**src/hw/rtl/spli_pkg.sv**
```systemverilog
// Shared types and constants for the speed-to-PWM calibration table interpolator.
// Used by spli_table, spli_muldiv and the top level; depends on nothing else.
package spli_pkg;

  // Field widths
  localparam int SPEED_W    = 23;
  localparam int PWM_W      = 17;
  localparam int CMD_W      = 24;
  localparam int OUT_PWM_W  = 18;
  localparam int REGION_W   = 3;
  localparam int COUNT_W    = 5;
  localparam int SPD_THR_W  = 13;
  localparam int CFG_IDX_W  = 1;
  localparam int CFG_DATA_W = 17;
  localparam int STEP_CW    = 5;

  // Default sizing
  localparam int DEF_MAX_ENTRIES = 16;
  localparam int DEF_NUM_MOTORS  = 2;

  // Fixed-point constants
  localparam logic [PWM_W-1:0]     PWM_FULL    = 17'h10000;
  localparam logic [SPD_THR_W-1:0] SPD_THR_RST = 13'd1;
  localparam logic [PWM_W-1:0]     PWM_THR_RST = 17'd66;

  // Configuration register indexes
  typedef enum logic [CFG_IDX_W-1:0] {
    CFG_SPEED_ZERO = 1'b0,
    CFG_PWM_ZERO   = 1'b1
  } cfg_reg_t;

  // Item kinds
  typedef enum logic {
    OP_CONVERT = 1'b0,
    OP_LOAD    = 1'b1
  } opcode_t;

  // Where a lookup landed
  typedef enum logic [REGION_W-1:0] {
    REGION_ZERO   = 3'd0,
    REGION_DEAD   = 3'd1,
    REGION_INTERP = 3'd2,
    REGION_FULL   = 3'd3,
    REGION_LOAD   = 3'd4
  } region_t;

  // One calibration entry
  typedef struct packed {
    logic [PWM_W-1:0]   pwm;
    logic [SPEED_W-1:0] speed;
  } entry_t;

  // Serial multiply-divide request and response
  typedef struct packed {
    logic               start;
    logic [SPEED_W-1:0] diff;
    logic [PWM_W-1:0]   dpmag;
    logic [SPEED_W-1:0] den;
  } md_req_t;

  typedef struct packed {
    logic             done;
    logic [PWM_W-1:0] quot;
  } md_rsp_t;

  typedef enum logic [1:0] {
    MD_IDLE,
    MD_MUL,
    MD_DIV,
    MD_DONE
  } md_state_t;

  // Main sequencer
  typedef enum logic [3:0] {
    ST_IDLE,
    ST_LD_RD,
    ST_LD_CHK,
    ST_CV_CHK,
    ST_CV_FIRST,
    ST_CV_LAST,
    ST_CV_SCAN,
    ST_CV_MD,
    ST_FIN,
    ST_OUT
  } ctl_state_t;

endpackage

```
**src/hw/rtl/spli_table.sv**
```systemverilog
// Calibration table storage: single-port RAM of entries, registered read.
// Depends on spli_pkg for the entry type.
module spli_table #(
  parameter int DEPTH = spli_pkg::DEF_MAX_ENTRIES * spli_pkg::DEF_NUM_MOTORS,
  parameter int AW    = $clog2(DEPTH)
) (
  input  logic             clk,
  input  logic             rd_en,
  input  logic             wr_en,
  input  logic [AW-1:0]    addr,
  input  spli_pkg::entry_t wdata,
  output spli_pkg::entry_t rdata
);

  spli_pkg::entry_t mem [DEPTH];

  // One access per cycle, read data registered
  always_ff @(posedge clk) begin
    if (wr_en) begin
      mem[addr] <= wdata;
    end
    if (rd_en) begin
      rdata <= mem[addr];
    end
  end

endmodule

```
**src/hw/rtl/spli_muldiv.sv**
```systemverilog
// Bit-serial multiply then restoring divide: quot = (diff * dpmag) / den.
// One multiplier bit per cycle, then one quotient bit per cycle; uses spli_pkg.
module spli_muldiv (
  input  logic              clk,
  input  logic              rst,
  input  spli_pkg::md_req_t req,
  output spli_pkg::md_rsp_t rsp
);

  localparam logic [spli_pkg::STEP_CW-1:0] LAST = spli_pkg::STEP_CW'(spli_pkg::PWM_W - 1);

  spli_pkg::md_state_t state, state_next;
  logic [spli_pkg::STEP_CW-1:0] cnt;
  // hi: upper partial product, later the partial remainder
  logic [spli_pkg::SPEED_W-1:0] hi;
  // lo: multiplier bits out, product low bits, then quotient bits in
  logic [spli_pkg::PWM_W-1:0]   lo;
  logic [spli_pkg::SPEED_W:0]   mul_sum;
  logic [spli_pkg::SPEED_W:0]   div_sh;
  logic [spli_pkg::SPEED_W:0]   div_sub;
  logic                         div_ge;

  assign mul_sum = {1'b0, hi} + (lo[0] ? {1'b0, req.diff} : '0);
  assign div_sh  = {hi, lo[spli_pkg::PWM_W-1]};
  assign div_ge  = div_sh >= {1'b0, req.den};
  assign div_sub = div_sh - {1'b0, req.den};

  assign rsp.done = (state == spli_pkg::MD_DONE);
  assign rsp.quot = lo;

  // State register
  always_ff @(posedge clk) begin
    if (rst) begin
      state <= spli_pkg::MD_IDLE;
    end else begin
      state <= state_next;
    end
  end

  // Next state
  always_comb begin
    state_next = state;
    unique case (state)
      spli_pkg::MD_IDLE: begin
        if (req.start) state_next = spli_pkg::MD_MUL;
      end
      spli_pkg::MD_MUL: begin
        if (cnt == LAST) state_next = spli_pkg::MD_DIV;
      end
      spli_pkg::MD_DIV: begin
        if (cnt == LAST) state_next = spli_pkg::MD_DONE;
      end
      spli_pkg::MD_DONE: begin
        state_next = spli_pkg::MD_IDLE;
      end
      default: state_next = spli_pkg::MD_IDLE;
    endcase
  end

  // Shift-add, then shift-subtract; the quotient fits in PWM_W bits
  // because the product's upper part is already below den.
  always_ff @(posedge clk) begin
    case (state)
      spli_pkg::MD_IDLE: begin
        if (req.start) begin
          hi  <= '0;
          lo  <= req.dpmag;
          cnt <= '0;
        end
      end
      spli_pkg::MD_MUL: begin
        hi  <= mul_sum[spli_pkg::SPEED_W:1];
        lo  <= {mul_sum[0], lo[spli_pkg::PWM_W-1:1]};
        cnt <= (cnt == LAST) ? '0 : cnt + 1'b1;
      end
      spli_pkg::MD_DIV: begin
        hi  <= div_ge ? div_sub[spli_pkg::SPEED_W-1:0] : div_sh[spli_pkg::SPEED_W-1:0];
        lo  <= {lo[spli_pkg::PWM_W-2:0], div_ge};
        cnt <= cnt + 1'b1;
      end
      default: begin
      end
    endcase
  end

endmodule

```
**src/hw/rtl/speed_to_pwm_lut_interpolator.sv**
```systemverilog
// Speed-to-PWM calibration table interpolator, top level; uses spli_pkg, spli_table, spli_muldiv.
// Load beat: the table check and write run through ST_LD_RD and ST_LD_CHK, then ST_OUT.
// Convert beat: the table scan reads one entry per cycle, then the serial mul/div runs.
// One item in flight, so a new beat is taken only once the last one is through; the next is taken
// while a finished result waits in the output register.
// Reset clears the sequencer, entry counts and thresholds (1 and 66); table RAM is not cleared.
module speed_to_pwm_lut_interpolator #(
  parameter int MAX_ENTRIES = spli_pkg::DEF_MAX_ENTRIES,
  parameter int NUM_MOTORS  = spli_pkg::DEF_NUM_MOTORS
) (
  input  logic        clk,
  input  logic        rst,
  // Input beats
  input  logic        s_tvalid,
  output logic        s_tready,
  input  logic [63:0] s_tdata,   // entry_pwm[16:0], entry_speed[39:17], command_speed[63:40]
  input  logic [2:0]  s_tuser,   // opcode[0], motor[1], restart_table[2]
  // Result beats
  output logic        m_tvalid,
  input  logic        m_tready,
  output logic [23:0] m_tdata,   // pwm_out[17:0], table_count[22:18], zero[23]
  output logic [4:0]  m_tuser,   // motor_out[0], region[3:1], entry_accepted[4]
  // Register writes
  input  logic        cfg_valid,
  output logic        cfg_ready,
  input  logic [spli_pkg::CFG_IDX_W-1:0]  cfg_index,
  input  logic [spli_pkg::CFG_DATA_W-1:0] cfg_data
);

  localparam int IW    = $clog2(MAX_ENTRIES);
  localparam int CW    = $clog2(MAX_ENTRIES + 1);
  localparam int DEPTH = NUM_MOTORS * MAX_ENTRIES;
  localparam int AW    = $clog2(DEPTH);
  localparam int SW    = spli_pkg::SPEED_W;
  localparam int PW    = spli_pkg::PWM_W;
  localparam int OW    = spli_pkg::OUT_PWM_W;

  spli_pkg::ctl_state_t state, state_next;

  // Captured item
  logic                 motor_q;
  logic                 restart_q;
  logic [PW-1:0]        epwm_q;
  logic [SW-1:0]        espeed_q;
  logic [spli_pkg::CMD_W-1:0] mag_q;
  logic                 neg_q;

  // Configuration
  logic [spli_pkg::SPD_THR_W-1:0] spd_thr;
  logic [PW-1:0]                  pwm_thr;

  // Per-motor fill counts
  logic [CW-1:0] kept_count [NUM_MOTORS];
  logic [CW-1:0] cur_count;
  logic          mvalid;

  // Lookup working registers
  logic [CW-1:0]    n_q;
  logic [CW-1:0]    n_m1;
  logic [CW-1:0]    ld_n;
  logic [CW-1:0]    ld_m1;
  logic [IW-1:0]    idx_q;
  spli_pkg::entry_t prv_q;
  logic [PW-1:0]    val_q;
  logic             dp_neg_q;

  // Result registers
  logic [OW-1:0]       res_pwm;
  spli_pkg::region_t   res_region;
  logic                res_acc;
  logic [CW-1:0]       res_count;
  logic [31:0]         cnt_ext;

  // Table RAM
  logic             mem_rd;
  logic             mem_wr;
  logic [IW-1:0]    mem_idx;
  logic [AW-1:0]    mem_base;
  logic [AW-1:0]    mem_addr;
  spli_pkg::entry_t mem_wdata;
  spli_pkg::entry_t mem_rdata;

  // Serial mul/div
  logic               md_start;
  logic [SW-1:0]      md_diff;
  logic [PW-1:0]      md_dpmag;
  logic [SW-1:0]      md_den;
  spli_pkg::md_req_t  md_req;
  spli_pkg::md_rsp_t  md_rsp;

  // Datapath helpers
  logic                 s_accept;
  logic                 out_free;
  logic                 ld_keep;
  logic                 cv_zero;
  logic                 found;
  logic [OW-1:0]        dp;
  logic [OW-1:0]        dp_mag;
  logic [OW-1:0]        q_sgn;
  logic [OW-1:0]        interp;
  logic [spli_pkg::CMD_W-1:0] cmd;
  logic [PW-1:0]        in_pwm;

  assign s_tready  = (state == spli_pkg::ST_IDLE);
  assign cfg_ready = 1'b1;
  assign s_accept  = s_tvalid & s_tready;
  assign out_free  = !m_tvalid || m_tready;

  assign cmd    = s_tdata[63:40];
  assign in_pwm = s_tdata[16:0];

  // Count of the selected motor's table
  always_comb begin
    cur_count = '0;
    for (int t = 0; t < NUM_MOTORS; t++) begin
      if (32'(motor_q) == 32'(t)) cur_count = kept_count[t];
    end
  end

  assign mvalid = 32'(motor_q) < 32'(NUM_MOTORS);
  assign ld_n   = restart_q ? '0 : cur_count;
  assign ld_m1  = ld_n - CW'(1);
  assign n_m1   = n_q - CW'(1);

  assign ld_keep = (n_q < CW'(MAX_ENTRIES)) && ((n_q == '0) || (espeed_q > mem_rdata.speed));
  assign cv_zero = !mvalid || (mag_q == '0) || (mag_q < spli_pkg::CMD_W'(spd_thr))
                   || (cur_count == '0);
  assign found   = mag_q < {1'b0, mem_rdata.speed};

  // Slope and interpolated value
  assign dp     = {1'b0, mem_rdata.pwm} - {1'b0, prv_q.pwm};
  assign dp_mag = dp[OW-1] ? (OW'(0) - dp) : dp;
  assign q_sgn  = dp_neg_q ? (OW'(0) - {1'b0, md_rsp.quot}) : {1'b0, md_rsp.quot};
  assign interp = {1'b0, prv_q.pwm} + q_sgn;

  // RAM address: motor base plus entry index
  assign mem_base  = motor_q ? AW'(MAX_ENTRIES) : '0;
  assign mem_addr  = mem_base + AW'(mem_idx);
  assign mem_wdata = '{pwm: epwm_q, speed: espeed_q};

  assign md_req = '{start: md_start, diff: md_diff, dpmag: md_dpmag, den: md_den};

  spli_table #(
    .DEPTH (DEPTH),
    .AW    (AW)
  ) u_table (
    .clk   (clk),
    .rd_en (mem_rd),
    .wr_en (mem_wr),
    .addr  (mem_addr),
    .wdata (mem_wdata),
    .rdata (mem_rdata)
  );

  spli_muldiv u_muldiv (
    .clk (clk),
    .rst (rst),
    .req (md_req),
    .rsp (md_rsp)
  );

  // Sequencer state register
  always_ff @(posedge clk) begin
    if (rst) begin
      state <= spli_pkg::ST_IDLE;
    end else begin
      state <= state_next;
    end
  end

  // Next state and RAM control
  always_comb begin
    state_next = state;
    mem_rd     = 1'b0;
    mem_wr     = 1'b0;
    mem_idx    = '0;
    unique case (state)
      spli_pkg::ST_IDLE: begin
        if (s_accept) begin
          state_next = (spli_pkg::opcode_t'(s_tuser[0]) == spli_pkg::OP_LOAD)
                       ? spli_pkg::ST_LD_RD : spli_pkg::ST_CV_CHK;
        end
      end
      spli_pkg::ST_LD_RD: begin
        if (!mvalid) begin
          state_next = spli_pkg::ST_OUT;
        end else begin
          // fetch the last kept entry for the rising-speed check
          mem_rd     = (ld_n != '0);
          mem_idx    = ld_m1[IW-1:0];
          state_next = spli_pkg::ST_LD_CHK;
        end
      end
      spli_pkg::ST_LD_CHK: begin
        mem_wr     = ld_keep;
        mem_idx    = n_q[IW-1:0];
        state_next = spli_pkg::ST_OUT;
      end
      spli_pkg::ST_CV_CHK: begin
        if (cv_zero) begin
          state_next = spli_pkg::ST_OUT;
        end else begin
          mem_rd     = 1'b1;
          state_next = spli_pkg::ST_CV_FIRST;
        end
      end
      spli_pkg::ST_CV_FIRST: begin
        if (mag_q <= {1'b0, mem_rdata.speed}) begin
          state_next = spli_pkg::ST_FIN;
        end else begin
          mem_rd     = 1'b1;
          mem_idx    = n_m1[IW-1:0];
          state_next = spli_pkg::ST_CV_LAST;
        end
      end
      spli_pkg::ST_CV_LAST: begin
        if (mag_q >= {1'b0, mem_rdata.speed}) begin
          state_next = spli_pkg::ST_FIN;
        end else begin
          mem_rd     = 1'b1;
          mem_idx    = IW'(1);
          state_next = spli_pkg::ST_CV_SCAN;
        end
      end
      spli_pkg::ST_CV_SCAN: begin
        if (found) begin
          state_next = spli_pkg::ST_CV_MD;
        end else begin
          mem_rd  = 1'b1;
          mem_idx = idx_q + IW'(1);
        end
      end
      spli_pkg::ST_CV_MD: begin
        if (md_rsp.done) state_next = spli_pkg::ST_FIN;
      end
      spli_pkg::ST_FIN: begin
        state_next = spli_pkg::ST_OUT;
      end
      spli_pkg::ST_OUT: begin
        if (out_free) state_next = spli_pkg::ST_IDLE;
      end
      default: state_next = spli_pkg::ST_IDLE;
    endcase
  end

  // Configuration registers
  always_ff @(posedge clk) begin
    if (rst) begin
      spd_thr <= spli_pkg::SPD_THR_RST;
      pwm_thr <= spli_pkg::PWM_THR_RST;
    end else if (cfg_valid && cfg_ready) begin
      unique case (spli_pkg::cfg_reg_t'(cfg_index))
        spli_pkg::CFG_SPEED_ZERO: spd_thr <= cfg_data[spli_pkg::SPD_THR_W-1:0];
        spli_pkg::CFG_PWM_ZERO:   pwm_thr <= cfg_data;
        default: begin
        end
      endcase
    end
  end

  // Fill counts; restart lands here through n_q
  always_ff @(posedge clk) begin
    if (rst) begin
      for (int t = 0; t < NUM_MOTORS; t++) kept_count[t] <= '0;
    end else if (state == spli_pkg::ST_LD_CHK) begin
      for (int t = 0; t < NUM_MOTORS; t++) begin
        if (32'(motor_q) == 32'(t)) kept_count[t] <= ld_keep ? n_q + CW'(1) : n_q;
      end
    end
  end

  // Mul/div start pulse
  always_ff @(posedge clk) begin
    if (rst) begin
      md_start <= 1'b0;
    end else begin
      md_start <= (state == spli_pkg::ST_CV_SCAN) && found;
    end
  end

  // Item capture and lookup datapath
  always_ff @(posedge clk) begin
    case (state)
      spli_pkg::ST_IDLE: begin
        if (s_accept) begin
          motor_q   <= s_tuser[1];
          restart_q <= s_tuser[2];
          epwm_q    <= (in_pwm > spli_pkg::PWM_FULL) ? spli_pkg::PWM_FULL : in_pwm;
          espeed_q  <= s_tdata[39:17];
          neg_q     <= cmd[spli_pkg::CMD_W-1];
          mag_q     <= cmd[spli_pkg::CMD_W-1] ? (spli_pkg::CMD_W'(0) - cmd) : cmd;
        end
      end
      spli_pkg::ST_LD_RD: begin
        n_q        <= ld_n;
        res_pwm    <= '0;
        res_region <= spli_pkg::REGION_LOAD;
        res_acc    <= 1'b0;
        res_count  <= mvalid ? ld_n : '0;
      end
      spli_pkg::ST_LD_CHK: begin
        res_acc   <= ld_keep;
        res_count <= ld_keep ? n_q + CW'(1) : n_q;
      end
      spli_pkg::ST_CV_CHK: begin
        n_q        <= cur_count;
        res_pwm    <= '0;
        res_region <= spli_pkg::REGION_ZERO;
        res_acc    <= 1'b0;
        res_count  <= mvalid ? cur_count : '0;
      end
      spli_pkg::ST_CV_FIRST: begin
        if (mag_q <= {1'b0, mem_rdata.speed}) begin
          res_region <= spli_pkg::REGION_DEAD;
          val_q      <= mem_rdata.pwm;
        end else begin
          prv_q <= mem_rdata;
        end
      end
      spli_pkg::ST_CV_LAST: begin
        if (mag_q >= {1'b0, mem_rdata.speed}) begin
          res_region <= spli_pkg::REGION_FULL;
          val_q      <= spli_pkg::PWM_FULL;
        end else begin
          idx_q <= IW'(1);
        end
      end
      spli_pkg::ST_CV_SCAN: begin
        if (found) begin
          // bracket found: prv_q below, mem_rdata above
          res_region <= spli_pkg::REGION_INTERP;
          md_diff    <= mag_q[SW-1:0] - prv_q.speed;
          md_den     <= mem_rdata.speed - prv_q.speed;
          md_dpmag   <= dp_mag[PW-1:0];
          dp_neg_q   <= dp[OW-1];
        end else begin
          prv_q <= mem_rdata;
          idx_q <= idx_q + IW'(1);
        end
      end
      spli_pkg::ST_CV_MD: begin
        if (md_rsp.done) val_q <= interp[PW-1:0];
      end
      spli_pkg::ST_FIN: begin
        // sign back on, small magnitudes forced to zero
        if (val_q < pwm_thr) begin
          res_pwm <= '0;
        end else begin
          res_pwm <= neg_q ? (OW'(0) - {1'b0, val_q}) : {1'b0, val_q};
        end
      end
      default: begin
      end
    endcase
  end

  assign cnt_ext = 32'(res_count);

  // Output register
  always_ff @(posedge clk) begin
    if (rst) begin
      m_tvalid <= 1'b0;
    end else if (state == spli_pkg::ST_OUT && out_free) begin
      m_tvalid <= 1'b1;
    end else if (m_tready) begin
      m_tvalid <= 1'b0;
    end
  end

  always_ff @(posedge clk) begin
    if (state == spli_pkg::ST_OUT && out_free) begin
      m_tdata <= {1'b0, cnt_ext[spli_pkg::COUNT_W-1:0], res_pwm};
      m_tuser <= {res_acc, res_region, motor_q};
    end
  end

endmodule
```
**config.mk**
```make
export PLATFORM = sky130hd
export DESIGN_NAME = speed_to_pwm_lut_interpolator
export DESIGN_NICKNAME = d
export VERILOG_FILES = /design/src/hw/rtl/spli_pkg.sv /design/src/hw/rtl/spli_table.sv /design/src/hw/rtl/spli_muldiv.sv /design/src/hw/rtl/speed_to_pwm_lut_interpolator.sv
export SDC_FILE = /design/constraint.sdc
export NUM_CORES = 2
export LEC_CHECK = 0
export BUFFER_PORTS_ARGS = -buffer_cell sky130_fd_sc_hd__buf_4
export CORE_MARGIN = 2
export CORE_UTILIZATION = 25
export DETAILED_ROUTE_END_ITERATION = 10
export PLACE_DENSITY = 0.4
export SYNTH_ARGS = -nofsm -noshare
export SYNTH_HDL_FRONTEND = slang
export SYNTH_HIERARCHICAL = 1
export SYNTH_SLANG_ARGS = --single-unit
```
**constraint.sdc**
```tcl
create_clock -name clk -period 11.45 [get_ports clk]
set_input_delay 1.145 -clock clk [delete_from_list [all_inputs] [get_ports clk]]
set_output_delay 1.145 -clock clk [all_outputs]
set_load 0.005 [all_outputs]
```
After elaboration in Yosys (flattened, before gate mapping)
Memory sizes are Yosys's and may differ from the RTL's. A register that Yosys moved wholly into a read port is not among the register bits.
Index checks and enable logic that the tools add are counted.

word-level totals
  memories kept = 2
  memory bits (writable) = 1290
  bits of input ports = 90
  register bits = 335
  output and inout bits = 32

memories
  memory       depth  width  read ports  clocked after Yosys merged registers in  write ports  line                                 RTL
  u_table.mem  32     40     1           1                                        1            spli_table.sv:15                     spli_pkg::entry_t mem [DEPTH];
  kept_count   2      5      2           0                                        2            speed_to_pwm_lut_interpolator.sv:53  logic [CW-1:0] kept_count [NUM_MOTORS];

operators by class
  reduce and logical (&&, ||, !) cells = 37
  bitwise operators = 4
  add/subtract/negate cells = 16
  multiplexer cells = 75
  equal/unequal tests = 25
  order comparisons = 9

operators with widths
  operator               count
  $mux 17                6
  $pmux 17 s3            2
  $mux 23                4
  $mux 40                2
  $pmux 40 s2            1
  $pmux 23 s3            1
  $sub 23x23->23         3
  $ge 24x23->1           2
  $mux 4                 11
  $mux 5                 8
  $mux 18                2
  $pmux 18 s2            1
  $pmux 4 s9             1
  $sub 1x17->17 const A  2
  $pmux 5 s3             2
  $add 23x23->24         1
  $le 24x23->1           1
  $logic_not 24->1       1
  $lt 24x13->1           1
  $lt 24x23->1           1
  $sub 1x24->24 const A  1
  $gt 23x23->1           1
  $mux 1                 20
  $pmux 4 s5             1
  other kinds (43)       90

Longest topological paths before layout
  depth after elaboration = 6
  mapped depth = 19
  depth with buffers taken out = 15

Cells and area by module
Netlist, hierarchy kept.

modules (own cells, without submodules)
  module                         cells an instance  area each (sq um)  times used
  spli_table                     2611               49834.0            1
  speed_to_pwm_lut_interpolator  1616               17371.7            1
  spli_muldiv                    559                4777.1             1

Worst setup path before layout
OpenSTA, ideal clock, no wires.

  path kind = register to register
  start = reg mag_q[9] (netlist bit)
  end = reg dp_neg_q (enable)
  clock period less this slack = 8184 ps
  setup time = 646 ps
  buffers on the path = 0
  cell stages (with the launch flop) = 7
  data arrival time = 7539 ps
  required time = 10804 ps
  setup slack = 3266 ps
  cells stage by stage = edfxtp_1 > ha_1 > a21o_1 > a21o_1 > a21oi_1 > o21ai_0 > nor4_1

on the way
  longest elaborated chain between the ends = 2

RTL lines
  item                        line                                  RTL
  start: declaration          speed_to_pwm_lut_interpolator.sv:45   logic [spli_pkg::CMD_W-1:0] mag_q;
  start signal: assignment    speed_to_pwm_lut_interpolator.sv:291  mag_q <= cmd[spli_pkg::CMD_W-1] ? (spli_pkg::CMD_W'(0) - cmd) : cmd;
  $lt 24x23->1                speed_to_pwm_lut_interpolator.sv:128  assign found = mag_q < {1'b0, mem_rdata.speed};
  $reduce_and 2->1 (no line)  -
  end signal: assignment      speed_to_pwm_lut_interpolator.sv:335  dp_neg_q <= dp[OW-1];
  end: declaration            speed_to_pwm_lut_interpolator.sv:65   logic dp_neg_q;

No other way between the ends.
A chain may end at the register's enable or synchronous reset.

Final worst setup path
  start = reg u_table/rdata[18] (netlist name)
  end = reg u_table/rdata[20] (netlist name)

on the way
  longest elaborated chain between the ends = 4
  elaborated cells on any way between the ends = 12
  classes of those cells = add/sub: 1; order compare: 3; mux: 8

RTL lines
  item                                        line                                  RTL
  $lt 24x23->1, or another cell as far along  speed_to_pwm_lut_interpolator.sv:128
  $mux 4, or another cell as far along        speed_to_pwm_lut_interpolator.sv:226  if (found) begin
  $pmux 4 s5 *                                speed_to_pwm_lut_interpolator.sv:177  unique case (state)
  $add 5x4->5 *                               speed_to_pwm_lut_interpolator.sv:138  assign mem_addr = mem_base + AW'(mem_idx);
  net mem_addr[1]                             speed_to_pwm_lut_interpolator.sv:79   logic [AW-1:0] mem_addr;

Mark *: on every way through the listed nets, which the timed path passes. The rest lies on a longest branch.

==> results.txt <==
----------------------------------------------------
[Die]
  Number of primary I/O pins ... ~120
  Initial cell density of the core ... 0.251
  Overall die area ... 0.292 sq mm
  Width of the die ... about 540 microns
  Row cnt ... about 200
  Die Span Y ... 541 microns
  CORE AREA ... 0.287 sq mm

[Clock tree]
  TritonCTS clock tree ... built
  Buffers inserted during post-CTS setup optimization ... 0
  Clock-pin slew of the registers on the worst-case setup and hold paths ... around 0.06 ns
  Post-cts resize count ... 0
  Clock latency on the worst-skew pair ... 0.87 ns
  Number of buffers created by CTS ... 193
  H-tree Lvls ... 4
  Hold-fix buffer count after cts ... 0
  Clock sinks ... between 1,500 and 2,000
  Longest Clk Path Bufs ... 4
  Root Buffer Master ... sky130_fd_sc_hd__clkbuf_16

[Timing]
  Number of endpoints with negative hold slack in the final report ... 0
  Final cycle utilization of the critical path ... 0.609
  Worst Skew ... about 0.081 ns
  Max transition margin ... 0.172
  TNS Setup ... 0 ns
  Total count of max-transition violations in the final report ... 0
  Shortest clock period the worst path allows after layout ... between 6 and 7 ns
  Worst-margin pin slew ... approximately 1.2 ns
  Number of setup violations in the final report ... 0
  Unrepaired setup endpoints after global routing ... no
  Achievable Freq ... between 100 and 150 MHz

[Global routing]
  Met2 layer usage reported by global route ... 0.239
  Vias in the first global route ... approximately 42,000
  Remaining global-route overflow ... 0
  Combined global-route utilization of all metal layers ... 0.151
  Pin count of the biggest net entering global routing ... around 110
  Peak-usage layer in the global routing report ... met2
  Met3 Use GR ... 0.0198
  Met1 global-route usage ... 0.220
  Initial antenna violation count ... 11
  Global-route wire length before repair ... ~320,000 microns

[Layout]
  Final design area excluding fillers ... between 0.08 and 0.09 sq mm
  Storage cell area ... between 0.04 and 0.05 sq mm
  Commonest cells after routing, fill and taps aside ... sky130_fd_sc_hd__edfxtp_1 (1,627), sky130_fd_sc_hd__mux2i_1 (658), sky130_fd_sc_hd__o22ai_1 (344)
  Multi-input combinational cell area ... ~0.021 sq mm
  Layout area overhead ... 16.3%
  Number of fill cells in the layout ... around 29,000
  Proportion of layout cells with a drive suffix above 1 ... 0.109
  Nets ... about 5,300
  Commonest non-fill, non-tap cell in the layout ... sky130_fd_sc_hd__edfxtp_1

[Detailed routing]
  Detailed-route wire length per cell ... between 20 and 30 microns
  DRC violations left ... 0
  Starting DRT DRC Count ... 3,276
  DR vias ... roughly 42,000
  DRT antenna net count ... 0
  Final Routed Wirelength ... 227,000 microns
  Detailed-route vias per instance ... about 4.7
  Router iterations before antenna repair ... 5

[Critical path]
  Data arrival at the endpoint of the critical path ... roughly 7.5 ns
  RR Endpoint ... u_table/rdata[20]$_DFFE_PP_
  Type of the worst setup path ... reg2reg
  Startpoint types ... flip-flop
  Most Frequent Cell on Critical Path ... sky130_fd_sc_hd__buf_4
  Slowest stage delay, CP ... 0.75 ns
  Ordered list of cells on the worst path ... inv_1, ha_1, nand4_1, or3_1, a211oi_1, nor3_2, buf_4, nand4b_1, o221ai_4, buf_4, buf_12, buf_4, mux2i_1, o22ai_1, nor4_1, nand2_1
  Number of cells on the worst reg-to-reg path ... 16
  Setup slack of the worst register-to-register path ... roughly 4.5 ns
  Data required time at the worst endpoint ... 11.92 ns
  Critical Path Slowest Stage Cell ... sky130_fd_sc_hd__o221ai_4
  Crit. End Element ... flip-flop
  Buffers plus inverters on the worst setup path ... 5
  Biggest fanout along the worst timing path ... approximately 100
  Largest delay share family, worst path ... simple AND/OR/NAND/NOR gates
  Launch instance of the worst register-to-register path ... u_table/rdata[18]$_DFFE_PP_

[Power and ir drop]
  Leakage Power ... about 28 nW
  Total power consumption of the routed design ... 21.1 mW
  Worst vdd ir ... between 0.0002 and 0.00025 V
  Power per cell area ... around 250 mW/mm^2

[Min path]
  Depth of the worst hold-timing path ... 0
  Classification of the worst-slack hold path ... reg2reg
  Min-Delay Endpoint ... m_tdata[11]$_DFFE_PP_
  Hold path start ... res_pwm[11]$_SDFFCE_PN0P_

[Yosys]
  Async set-or-reset flop fraction in the synthesized netlist ... 0
  Cell area after synthesis ... between 0.07 and 0.08 sq mm
  Synthesized instance count ... 4,786
  Synth Area per Inst ... between 15 and 20 sq um
  Number of warnings printed during yosys synthesis ... 6
  Top FF cell, synth ... sky130_fd_sc_hd__edfxtp_1
  Count of flip-flops with a built-in enable after synthesis ... ~1,600
  Count of cell types in the netlist ... 84
  Sequential fraction of the synthesis area ... 0.689
  Flip-flop and latch count after synthesis ... ~1,700
  Synthesized Nets ... 5,097

[Status]
  Outcome ... complete, no violations

[Place]
  Placed standard-cell area ... 0.0780 sq mm
  DPL Wire Length ... about 140,000 microns
  Number of I/O port buffers ... around 120
  GPL Wtd Cong ... just over 0.8

[Run]
  Max capacitance violation total ... 0

----------------------------------------------------
==> cells in the mapped netlist (all sizes together), types with 25 or more instances <==
cell       n  area share
nand2b    25      0.0022
o21ai    103      0.0072
nor3      45      0.0032
nor2     188      0.0098
nand2    208       0.011
ha       215       0.037
o21a      28      0.0029
o22ai    345       0.030
and2      34      0.0030
buf      129      0.0099
o31ai     26      0.0030
nor2b     41      0.0036
a21o      58      0.0060
edfxtp  1627        0.68
dfxtp     38       0.011
mux2i    658       0.091
nand3     38      0.0026
nor4      97      0.0085
a21oi    175       0.012
inv      170      0.0089
clkbuf    74      0.0039
xnor2    127       0.015
xor2      53      0.0064
==> registers in the layout, summed over array words and instances (netlist names), 5 cells and up <==
signal	count
m_tdata	23
u_table/mem	1280
epwm_q	17
u_table/rdata	40
n_q	5
kept_count	10
val_q	17
u_muldiv/lo	17
m_tuser	5
spd_thr	13
pwm_thr	17
md_dpmag	17
res_count	5
prv_q	40
u_muldiv/cnt	5
md_diff	23
mag_q	24
res_pwm	18
md_den	23
espeed_q	23
u_muldiv/hi	23
==> power breakdown <==
group	total (mW)	leakage, nW	switching [mW]	internal, mW
Combinational	7.13	9.76	4.54	2.59
Sequential	8.18	15.0	0.510	7.67
Clock	5.76	2.82	2.47	3.29
Total	21.1	27.6	7.53	13.5
==> cells by family (layout without fill, tap and decap cells) <==
kind of cell             count (synthesis)  count (layout)  share of synthesized area
AND/OR/NAND/NOR                        795             795                     0.0559
XOR/XNOR                               180             180                     0.0219
flip-flops                            1665            1665                      0.689
multiplexers                           659             659                     0.0917
adder cells (fa/ha/maj)                221             221                     0.0390
AO/OA/AOI/OAI                          891             891                     0.0794
buffers and inverters                  373             739                     0.0226
other                                    2               9                   0.000104
==> final cells by class <==
type                            instances  area share
Clock inverter                         92     0.00771
Sequential cell                      1665       0.593
Inverter                              170     0.00762
Antenna cell                            7    0.000209
Timing Repair Buffer                  240      0.0218
Clock buffer                          237      0.0608
Multi-Input combinational cell       2748       0.253
Tap cell                             3781      0.0565
==> worst max path at each step <==
stage / endpoint / cells after the start / from / slack, ns
after CTS: u_table/rdata[27]$_DFFE_PP_ / 16 / u_table/rdata[18]$_DFFE_PP_ / 4.49
after detailed placement: u_table/rdata[27]$_DFFE_PP_ / 16 / u_table/rdata[18]$_DFFE_PP_ / 4.46
after floorplan: dp_neg_q$_DFFE_PP_ / 6 / mag_q[9]$_DFFE_PP_ / 3.27
after global placement: u_table/rdata[27]$_DFFE_PP_ / 15 / mag_q[12]$_DFFE_PP_ / 4.59
final: u_table/rdata[20]$_DFFE_PP_ / 16 / u_table/rdata[18]$_DFFE_PP_ / 4.47
after global routing: u_table/rdata[27]$_DFFE_PP_ / 16 / u_table/rdata[18]$_DFFE_PP_ / 4.12
==> through the flow <==
| stage | util | instances | hold slack [ns] | worst slack, ns |
|---|---|---|---|---|
| floorplan | - | 4786 | 0.400 | 3.27 |
| global placement | 0.271 | 8604 | 0.407 | 4.59 |
| detailed placement | 0.271 | 8604 | 0.405 | 4.46 |
| CTS | 0.291 | 8933 | 0.410 | 4.49 |
| global route | 0.291 | 8935 | 0.425 | 4.12 |
| finish | 0.292 | 8940 | 0.419 | 4.47 |
==> layer usage <==
layer | routed length [microns] | up-vias
met1 | 110000 | 21900
met4 | 4150 | 2
met2 | 103000 | 984
met5 | 8 | -
li1 | - | 19200
met3 | 10300 | 233
No activity file was read; power rests on OpenSTA's default activity.
